==> config.mk <==
export PLATFORM = sky130hd
export DESIGN_NAME = sorted_deadline_timer_queue_flat
export DESIGN_NICKNAME = d
export VERILOG_FILES = /design/src/rtl/sdtq_pkg.sv /design/src/rtl/sdtq_req_if.sv /design/src/rtl/sdtq_rsp_if.sv /design/src/rtl/sdtq_cell.sv /design/src/rtl/sorted_deadline_timer_queue.sv /design/src/flat_wrapper.sv
export VERILOG_INCLUDE_DIRS = /design/src /design/src/rtl
export SDC_FILE = /design/constraint.sdc
export NUM_CORES = 2
export LEC_CHECK = 0
export BUFFER_PORTS_ARGS = -buffer_cell sky130_fd_sc_hd__buf_2
export CAP_MARGIN = 20
export CORE_MARGIN = 1.5
export CORE_UTILIZATION = 45
export DETAILED_ROUTE_END_ITERATION = 12
export GPL_ROUTABILITY_DRIVEN = 0
export PLACE_DENSITY = 0.71
export SYNTH_ARGS = -nofsm -noshare
export SYNTH_HDL_FRONTEND = slang
export SYNTH_SLANG_ARGS = --single-unit
export TNS_END_PERCENT = 1
==> constraint.sdc <==
create_clock -name clk -period 9.6 [get_ports clk]
set_input_delay 0.96 -clock clk [delete_from_list [all_inputs] [get_ports clk]]
set_output_delay 0.96 -clock clk [all_outputs]
set_load 0.005 [all_outputs]
==> src/rtl/sorted_deadline_timer_queue_defines.svh <==
// Assertion macros for the sorted deadline timer queue.
// Define NO_ASSERTIONS to compile them away; no other dependencies.
`ifndef SORTED_DEADLINE_TIMER_QUEUE_DEFINES_SVH
`define SORTED_DEADLINE_TIMER_QUEUE_DEFINES_SVH
`ifndef NO_ASSERTIONS
`define SDTQ_ASSERT_CLK(label, clk_s, rst_n_s, prop, msg) \
	label: assert property (@(posedge clk_s) disable iff (!rst_n_s) prop) else $error(msg);
`define SDTQ_ASSERT(label, prop, msg) `SDTQ_ASSERT_CLK(label, clk, arst_n, prop, msg)
`else
`define SDTQ_ASSERT_CLK(label, clk_s, rst_n_s, prop, msg)
`define SDTQ_ASSERT(label, prop, msg)
`endif
`endif

==> src/rtl/sdtq_pkg.sv <==
// Shared types and constants of the sorted deadline timer queue.
// No dependencies; used by the interfaces, the cell and the top level.
package sdtq_pkg;

	localparam int OP_W    = 2;
	localparam int ID_W    = 4;
	localparam int DELAY_W = 31;
	localparam int CNT_W   = 5;

	localparam logic [CNT_W-1:0] MAX_RESULTS = 5'd16;

	localparam logic [OP_W-1:0] OP_ADD    = 2'd0;
	localparam logic [OP_W-1:0] OP_DELETE = 2'd1;
	localparam logic [OP_W-1:0] OP_TICK   = 2'd2;

	typedef enum logic [1:0] {
		ST_ADDED      = 2'd0,
		ST_DELETED    = 2'd1,
		ST_NOT_QUEUED = 2'd2,
		ST_EXPIRED    = 2'd3
	} status_t;

	typedef enum logic [1:0] {
		CELL_HOLD   = 2'd0,
		CELL_REMOVE = 2'd1,
		CELL_INSERT = 2'd2,
		CELL_POP    = 2'd3
	} cell_cmd_t;

	typedef struct packed {
		cell_cmd_t       cmd;
		logic [ID_W-1:0] id;
	} cell_ctrl_t;

	typedef struct packed {
		logic            valid;
		logic [ID_W-1:0] id;
	} tag_t;

endpackage

==> src/rtl/sdtq_req_if.sv <==
// Request channel of the timer queue: operation, timer id and delay.
// Depends on sdtq_pkg.
interface sdtq_req_if;
	import sdtq_pkg::*;

	logic               valid;
	logic               ready;
	logic [OP_W-1:0]    operation;
	logic [ID_W-1:0]    timer_id;
	logic [DELAY_W-1:0] delay;

	modport source (output valid, output operation, output timer_id, output delay,
		input ready);
	modport sink (input valid, input operation, input timer_id, input delay,
		output ready);
endinterface

==> src/rtl/sdtq_rsp_if.sv <==
// Response channel of the timer queue: status, timer id and last flag.
// Depends on sdtq_pkg.
interface sdtq_rsp_if;
	import sdtq_pkg::*;

	logic            valid;
	logic            ready;
	status_t         status;
	logic [ID_W-1:0] timer_id_res;
	logic            last;

	modport source (output valid, output status, output timer_id_res, output last,
		input ready);
	modport sink (input valid, input status, input timer_id_res, input last,
		output ready);
endinterface

==> src/rtl/sdtq_cell.sv <==
// One queue position of the timer queue: a timer id, its deadline and a valid bit.
// Depends on sdtq_pkg; shifts entries to and from its neighbours.
module sdtq_cell #(
	parameter int TIME_BITS = 32
) (
	input  logic                   clk,
	input  logic                   arst_n,
	input  sdtq_pkg::cell_ctrl_t   ctrl,
	input  logic [TIME_BITS-1:0]   key,
	input  sdtq_pkg::tag_t         left_tag,
	input  logic [TIME_BITS-1:0]   left_dl,
	input  sdtq_pkg::tag_t         right_tag,
	input  logic [TIME_BITS-1:0]   right_dl,
	input  logic                   found_in,
	output sdtq_pkg::tag_t         tag,
	output logic [TIME_BITS-1:0]   dl,
	output logic                   found_out,
	output logic                   earlier,
	output logic                   match
);
	import sdtq_pkg::*;

	logic                 valid_q;
	logic [ID_W-1:0]      id_q;
	logic [TIME_BITS-1:0] dl_q;
	logic [TIME_BITS-1:0] diff;
	logic                 sel;
	tag_t                 tag_d;
	logic [TIME_BITS-1:0] dl_d;

	// wrap-safe: key strictly before deadline; an empty cell always accepts
	assign diff    = key - dl_q;
	assign earlier = !valid_q || diff[TIME_BITS-1];
	assign match   = valid_q && (id_q == ctrl.id);

	always_comb begin
		unique case (ctrl.cmd)
			CELL_REMOVE: sel = match;
			CELL_INSERT: sel = earlier;
			CELL_POP:    sel = 1'b1;
			default:     sel = 1'b0;
		endcase
	end

	assign found_out = found_in | sel;

	always_comb begin
		tag_d = '{valid: valid_q, id: id_q};
		dl_d  = dl_q;
		unique case (ctrl.cmd)
			CELL_REMOVE, CELL_POP: begin
				// close the gap: take the right neighbour
				if (found_out) begin
					tag_d = right_tag;
					dl_d  = right_dl;
				end
			end
			CELL_INSERT: begin
				// make room: take the left neighbour, or the new entry here
				if (found_in) begin
					tag_d = left_tag;
					dl_d  = left_dl;
				end else if (earlier) begin
					tag_d = '{valid: 1'b1, id: ctrl.id};
					dl_d  = key;
				end
			end
			default: begin
			end
		endcase
	end

	always_ff @(posedge clk or negedge arst_n) begin
		if (!arst_n) begin
			valid_q <= 1'b0;
		end else begin
			valid_q <= tag_d.valid;
		end
	end

	always_ff @(posedge clk) begin
		id_q <= tag_d.id;
		dl_q <= dl_d;
	end

	assign tag = '{valid: valid_q, id: id_q};
	assign dl  = dl_q;

endmodule

==> src/rtl/sorted_deadline_timer_queue.sv <==
// Sorted deadline timer queue: a row of TIMER_SLOTS cells, head in cell 0.
// Add: remove pass, then insert pass for an in-range id, then the result; next item after it.
// Delete: a remove pass, then the result. Tick: advances the time, then pops due heads,
// one expiry per cycle while the consumer takes each result (one pop of the cell row each).
// Reset (arst_n low) empties the row at once, clears the time and the response register.
`include "sorted_deadline_timer_queue_defines.svh"

module sorted_deadline_timer_queue #(
	parameter int TIMER_SLOTS = 16,
	parameter int TIME_BITS   = 32
) (
	input  logic       clk,
	input  logic       arst_n,
	sdtq_req_if.sink   req,
	sdtq_rsp_if.source rsp
);
	import sdtq_pkg::*;

	typedef enum logic [1:0] {
		S_IDLE,
		S_REMOVE,
		S_INSERT,
		S_EXPIRE
	} state_t;

	state_t               state_q;
	logic [OP_W-1:0]      op_q;
	logic [ID_W-1:0]      id_q;
	logic [TIME_BITS-1:0] time_q;
	logic [TIME_BITS-1:0] key_q;
	logic [CNT_W-1:0]     cnt_q;

	logic                 rsp_valid_q;
	status_t              rsp_status_q;
	logic [ID_W-1:0]      rsp_id_q;
	logic                 rsp_last_q;

	// cell row, padded with an empty entry at each end
	tag_t                 ent_tag [0:TIMER_SLOTS+1];
	logic [TIME_BITS-1:0] ent_dl  [0:TIMER_SLOTS+1];
	logic                 found   [0:TIMER_SLOTS];
	logic [TIMER_SLOTS-1:0] bef;
	logic [TIMER_SLOTS-1:0] match;
	logic [TIMER_SLOTS-1:0] vld;

	cell_ctrl_t cell_ctrl;
	logic       out_free;
	logic       in_range;
	logic       hit;
	logic       head_due;
	logic       next_due;
	logic       add_pass;
	logic       rsp_load;

	assign ent_tag[0]             = '0;
	assign ent_dl[0]              = '0;
	assign ent_tag[TIMER_SLOTS+1] = '0;
	assign ent_dl[TIMER_SLOTS+1]  = '0;
	assign found[0]               = 1'b0;

	for (genvar i = 0; i < TIMER_SLOTS; i++) begin : g_cell
		sdtq_cell #(
			.TIME_BITS(TIME_BITS)
		) u_cell (
			.clk       (clk),
			.arst_n    (arst_n),
			.ctrl      (cell_ctrl),
			.key       (key_q),
			.left_tag  (ent_tag[i]),
			.left_dl   (ent_dl[i]),
			.right_tag (ent_tag[i+2]),
			.right_dl  (ent_dl[i+2]),
			.found_in  (found[i]),
			.tag       (ent_tag[i+1]),
			.dl        (ent_dl[i+1]),
			.found_out (found[i+1]),
			.earlier   (bef[i]),
			.match     (match[i])
		);
		assign vld[i] = ent_tag[i+1].valid;
	end

	// hold a result while the consumer stalls; free once it is taken
	assign out_free = !rsp_valid_q || rsp.ready;
	assign in_range = {5'd0, id_q} < 9'(TIMER_SLOTS);
	assign hit      = |match;
	assign add_pass = (op_q == OP_ADD) && in_range;

	// key_q holds the new time during a tick: head is due unless time is before it
	assign head_due = ent_tag[1].valid && !bef[0];
	assign next_due = ent_tag[2].valid && !bef[1];

	// load a new transaction into the response register this cycle
	assign rsp_load = out_free && (((state_q == S_REMOVE) && !add_pass) ||
		(state_q == S_INSERT) ||
		((state_q == S_EXPIRE) && head_due && (cnt_q != MAX_RESULTS)));

	always_comb begin
		cell_ctrl.id = id_q;
		unique case (state_q)
			S_REMOVE: cell_ctrl.cmd = (add_pass || out_free) ? CELL_REMOVE : CELL_HOLD;
			S_INSERT: cell_ctrl.cmd = out_free ? CELL_INSERT : CELL_HOLD;
			S_EXPIRE: cell_ctrl.cmd = (head_due && (cnt_q != MAX_RESULTS) && out_free)
				? CELL_POP : CELL_HOLD;
			default:  cell_ctrl.cmd = CELL_HOLD;
		endcase
	end

	assign req.ready = (state_q == S_IDLE);

	always_ff @(posedge clk or negedge arst_n) begin
		if (!arst_n) begin
			state_q      <= S_IDLE;
			op_q         <= '0;
			id_q         <= '0;
			time_q       <= '0;
			key_q        <= '0;
			cnt_q        <= '0;
			rsp_valid_q  <= 1'b0;
			rsp_status_q <= ST_ADDED;
			rsp_id_q     <= '0;
			rsp_last_q   <= 1'b0;
		end else begin
			if (rsp_load) begin
				rsp_valid_q <= 1'b1;
			end else if (rsp.ready) begin
				rsp_valid_q <= 1'b0;
			end
			unique case (state_q)
				S_IDLE: begin
					if (req.valid) begin
						op_q <= req.operation;
						id_q <= req.timer_id;
						priority case (req.operation)
							OP_ADD: begin
								key_q   <= time_q + TIME_BITS'(req.delay);
								state_q <= S_REMOVE;
							end
							OP_DELETE: begin
								state_q <= S_REMOVE;
							end
							OP_TICK: begin
								// advance time, then drain due heads
								time_q  <= time_q + TIME_BITS'(1);
								key_q   <= time_q + TIME_BITS'(1);
								cnt_q   <= '0;
								state_q <= S_EXPIRE;
							end
							default: begin
							end
						endcase
					end
				end
				S_REMOVE: begin
					// drop any queued copy of the timer; an add of an in-range id goes on to insert
					if (add_pass) begin
						state_q <= S_INSERT;
					end else if (out_free) begin
						rsp_status_q <= (op_q == OP_DELETE && hit) ? ST_DELETED : ST_NOT_QUEUED;
						rsp_id_q     <= id_q;
						rsp_last_q   <= 1'b1;
						state_q      <= S_IDLE;
					end
				end
				S_INSERT: begin
					if (out_free) begin
						rsp_status_q <= ST_ADDED;
						rsp_id_q     <= id_q;
						rsp_last_q   <= 1'b1;
						state_q      <= S_IDLE;
					end
				end
				S_EXPIRE: begin
					if (!head_due || cnt_q == MAX_RESULTS) begin
						state_q <= S_IDLE;
					end else if (out_free) begin
						// pop the head; last when nothing further will expire this tick
						rsp_status_q <= ST_EXPIRED;
						rsp_id_q     <= ent_tag[1].id;
						rsp_last_q   <= (cnt_q == MAX_RESULTS - 5'd1) || !next_due;
						cnt_q        <= cnt_q + 5'd1;
					end
				end
				default: begin
					state_q <= S_IDLE;
				end
			endcase
		end
	end

	assign rsp.valid        = rsp_valid_q;
	assign rsp.status       = rsp_status_q;
	assign rsp.timer_id_res = rsp_id_q;
	assign rsp.last         = rsp_last_q;

	`SDTQ_ASSERT(a_row_compact, (vld & (vld + TIMER_SLOTS'(1))) == '0, "cells not compact")
	`SDTQ_ASSERT(a_id_unique, $onehot0(match), "timer id queued in more than one cell")
	`SDTQ_ASSERT(a_insert_lands, cell_ctrl.cmd == CELL_INSERT |-> found[TIMER_SLOTS],
		"insert missed")
	`SDTQ_ASSERT(a_expiry_bound, cnt_q <= MAX_RESULTS, "too many expiries in one tick")
	`SDTQ_ASSERT(a_tick_advance, req.valid && req.ready && req.operation == OP_TICK |=>
		time_q == $past(time_q) + TIME_BITS'(1), "tick did not advance time")

endmodule
==> src/flat_wrapper.sv <==
// flat-port wrapper written by rule: the top's interface ports become plain ports
module sorted_deadline_timer_queue_flat import sdtq_pkg::*;
#(
	parameter int TIMER_SLOTS = 16,
	parameter int TIME_BITS   = 32
)
  (clk, arst_n, req_valid, req_operation, req_timer_id, req_delay, req_ready, rsp_valid, rsp_status, rsp_timer_id_res, rsp_last, rsp_ready);
  sdtq_req_if req_i ();
  sdtq_rsp_if rsp_i ();
  input  logic clk;
  input  logic arst_n;
  input wire logic [$bits(req_i.valid)-1:0] req_valid;
  input wire logic [$bits(req_i.operation)-1:0] req_operation;
  input wire logic [$bits(req_i.timer_id)-1:0] req_timer_id;
  input wire logic [$bits(req_i.delay)-1:0] req_delay;
  output wire logic [$bits(req_i.ready)-1:0] req_ready;
  output wire logic [$bits(rsp_i.valid)-1:0] rsp_valid;
  output wire logic [$bits(rsp_i.status)-1:0] rsp_status;
  output wire logic [$bits(rsp_i.timer_id_res)-1:0] rsp_timer_id_res;
  output wire logic [$bits(rsp_i.last)-1:0] rsp_last;
  input wire logic [$bits(rsp_i.ready)-1:0] rsp_ready;
  assign req_i.valid = req_valid;
  assign req_i.operation = req_operation;
  assign req_i.timer_id = req_timer_id;
  assign req_i.delay = req_delay;
  assign req_ready = req_i.ready;
  assign rsp_valid = rsp_i.valid;
  assign rsp_status = rsp_i.status;
  assign rsp_timer_id_res = rsp_i.timer_id_res;
  assign rsp_last = rsp_i.last;
  assign rsp_i.ready = rsp_ready;
  sorted_deadline_timer_queue #(.TIMER_SLOTS(TIMER_SLOTS), .TIME_BITS(TIME_BITS)) u_core (.clk(clk), .arst_n(arst_n), .req(req_i), .rsp(rsp_i));
endmodule
==> metrics.md <==
| Metric | Value |
|---|---|
| Setup TNS | 0 ns |
| CP most frequent cell | nand4_1 |
| Count of final hold-check violations | 0 |
| Share of cells above drive strength 1 | 0.0582 |
| Max transition margin | 0.134 |
| Status | finished, final reports clean |
| Worst Setup SP | u_core.key_q[20] |
| Post-synth top area cell | edfxtp_1 |
| WL per Instance | 21.1 um |
| CP arrival | approximately 7.8 ns |
| Cell with the most instances after synthesis | nand2_1 |
| F_max | 0.138 GHz |
| FF-to-FF path depth | 15 |
| Total iterations of the first detailed-routing run | 6 |
| Most used DFF post-synth | edfxtp_1 |
| Number of max-cap violations | 0 |
| Seq/Total Area, Yosys | 0.406 |
| Nets@finish | 5750 |
| Seq cells post-synth | 677 |
| Die Footprint | 0.110 sq mm |
| I/O pin count | 50 |
| Max Slew Vio Count | 0 |
| Final period util | 0.754 |
| Die Y | 332 um |
| CTS resizes | 0 |
| Initial antenna violation count | 6 |
| DRC errors left | 0 |
| Slowest-stage cell, CP | dfrtp_1 |
| Largest net degree at the start of global routing | 126 |
| GR Util met2 | 0.393 |
| Cell count after synthesis | 5284 |
| GRT Total Usage | 0.248 |
| Setup bufs post-CTS | 0 |
| Area grow syn2layout | 8.69% |
| Critical Path RT | approximately 10 ns |
| Cell Chain, Critical Path | ha_1, nand4_1, nor2_1, a2111oi_0, a221oi_1, a2111oi_1, and3_1, o211ai_1, a2111oi_2, nand4_1, buf_12, nor4b_4, buf_4, nand2_2, mux2_1 |
| Dpl hpwl | 100000 um |
| Hold-fix buffer count after cts | 0 |
| Met3 GRT Util | 0.0438 |
| Max H-tree Level | 3 |
| CTS root buffer | clkbuf_16 |
| Port bufs | 49 |
| Crit end category | register |
| Clk pin slew, worst setup/hold paths | 0.06 ns |
| Core area | 0.107 sq mm |
| Synth unique cells | just over 80 |
| RSZ-0062 raised after global routing | no |
| Worst Tran Pin Value | between 1 and 1.5 ns |
| Clk_lat worst skew | 0.68 ns |
| FILL cells | 9856 |
| GR peak layer | met2 |
| Post-synth top area share | 0.354 |
| Via count | 39600 |
| Crit path max fanout | 78 |
| Syn nets | between 5000 and 6000 |
| Worst reg-to-reg setup slack | ~2.4 ns |
| Worst Hold Class | primary input to async pin |
| Number of global-route vias before repair | 38200 |
| First-pass GRT wire length | between 200000 and 250000 um |
| Final min period | 7.24 ns |
| Warnings from Yosys | 0 |
| Worst r2r src | u_core.key_q[20] |
| FP Rows | 120 |
| Synthesized area | ~0.049 sq mm |
| Cts bufs inserted | 81 |
| Final wirelength | between 100000 and 150000 um |
| Top cells by area, synth | edfxtp_1 (35%), ha_1 (13%), mux2i_1 (9.1%) |
| Async set-reset flop share out of synthesis | 0.149 |
| CTS tree | built |
| Chip width | 332 um |
| EDFF count, synth | between 500 and 600 |
| Via density | 5.95 |
| Maximum clock path buffer count | 3 |
| Most frequent cells after synthesis | nand2_1 (715), o21ai_0 (602), edfxtp_1 (576) |
| Slowest stage delay, CP | around 0.76 ns |
| Critical Path Start Type | register |
| Endpoints failing setup | 0 |
| Final antenna-violating net count | 0 |
| Clock Skew | 0.0417 ns |
| Mean Syn Cell Area | 9.24 sq um |
| Grt ovf | 0 |
| Reg2Reg Capture Point | u_core.g_cell[11].u_cell.valid_q |
| Initial drt markers | around 3700 |
| Sink Count | 677 |
| Met1 Use GR | 0.339 |
| Initial Util | 0.455 |
| CP Class | register to register |
==> state kept, by name (all words and copies together) (netlist names), 2 cells and up <==
name and count:
u_core.key_q 32, u_core.rsp.timer_id_res 4, u_core.op_q 2, u_core.state_q 2, u_core.time_q 32, u_core.g_cell.u_cell.id_q 64, u_core.rsp.status 2, u_core.id_q 4
u_core.g_cell.u_cell.valid_q 16, u_core.g_cell.u_cell.dl 512, u_core.cnt_q 5
==> cells by family (layout without fill, tap and decap cells) <==
group | count (synthesis) | in the layout | synth area share
compound gates | 1274 | 1274 | 0.151
xor+xnor | 171 | 171 | 0.0307
fa+ha+maj | 516 | 516 | 0.132
buf+inv | 850 | 826 | 0.0671
flops | 677 | 677 | 0.406
mux | 452 | 452 | 0.0929
other cells | 0 | 2 | 0
simple gates | 1344 | 1344 | 0.120
==> how the worst max path moves through the flow <==
stage	endpoint	slack, ns	cells past startpoint
2_1_floorplan	u_core.g_cell[15].u_cell.dl[0]	2.72	13
3_3_place_gp	u_core.g_cell[11].u_cell.valid_q	2.73	15
3_5_place_dp	u_core.g_cell[11].u_cell.valid_q	2.60	15
4_1_cts	u_core.g_cell[11].u_cell.valid_q	2.56	15
5_1_grt	u_core.g_cell[11].u_cell.valid_q	2.00	15
6_report	u_core.g_cell[11].u_cell.valid_q	2.36	15
==> metrics by stage <==
step	area, sq um	hold slack (ns)	worst slack, ns	cells	utilization
detailed placement	50400	0.494	2.60	6510	0.469
global placement	50300	0.468	2.73	6507	0.469
floorplan	48800	0.465	2.72	5284	-
finish	53000	0.349	2.36	6665	0.494
global route	53000	0.402	2.00	6663	0.494
CTS	53000	0.354	2.56	6660	0.494
==> worst max-delay path, delay by kind of cell, from the launching register on <==
kind | cells | cell delay, ns
flops | 1 | 0.76
buf+inv | 2 | 1.04
mux | 1 | 0.55
fa+ha+maj | 1 | 0.36
compound gates | 5 | 2.17
simple gates | 6 | 2.11
==> cell usage in the layout, fill, tap and decap left out, types with 64 or more instances in the layout <==
cell type,synthesis,final
dfrtp_1,101,101
nand3_1,117,116
ha_1,515,515
buf_4,9,90
inv_1,533,527
nand4_1,64,64
a21oi_1,251,251
edfxtp_1,576,576
xor2_1,83,83
clkbuf_16,0,82
mux2i_1,445,445
xnor2_1,88,88
o21ai_0,602,600
nand2_1,715,712
nor2_1,265,263
a21o_1,95,95
==> area by class of cell <==
cell class	count	area, sq um	area share
multi-input cells	3757	25800	0.487
flip-flops and latches	677	19800	0.374
clock inverters	44	462	0.00870
repair buffers	141	968	0.0183
inverters	535	2010	0.0379
diodes	2	5.00	0.0000944
well taps	1403	1760	0.0331
clock buffers	106	2180	0.0411
==> per-layer routing <==
| metal | share of wire | routed length, um |
|---|---|---|
| met3 | 0.076 | 10600 |
| met5 | 0 | 0 |
| met1 | 0.43 | 60900 |
| met4 | 0.036 | 5010 |
| met2 | 0.45 | 63900 |
Power is not shown: default switching activity piles up to over one toggle a cycle in this logic, so the estimate is an artifact.
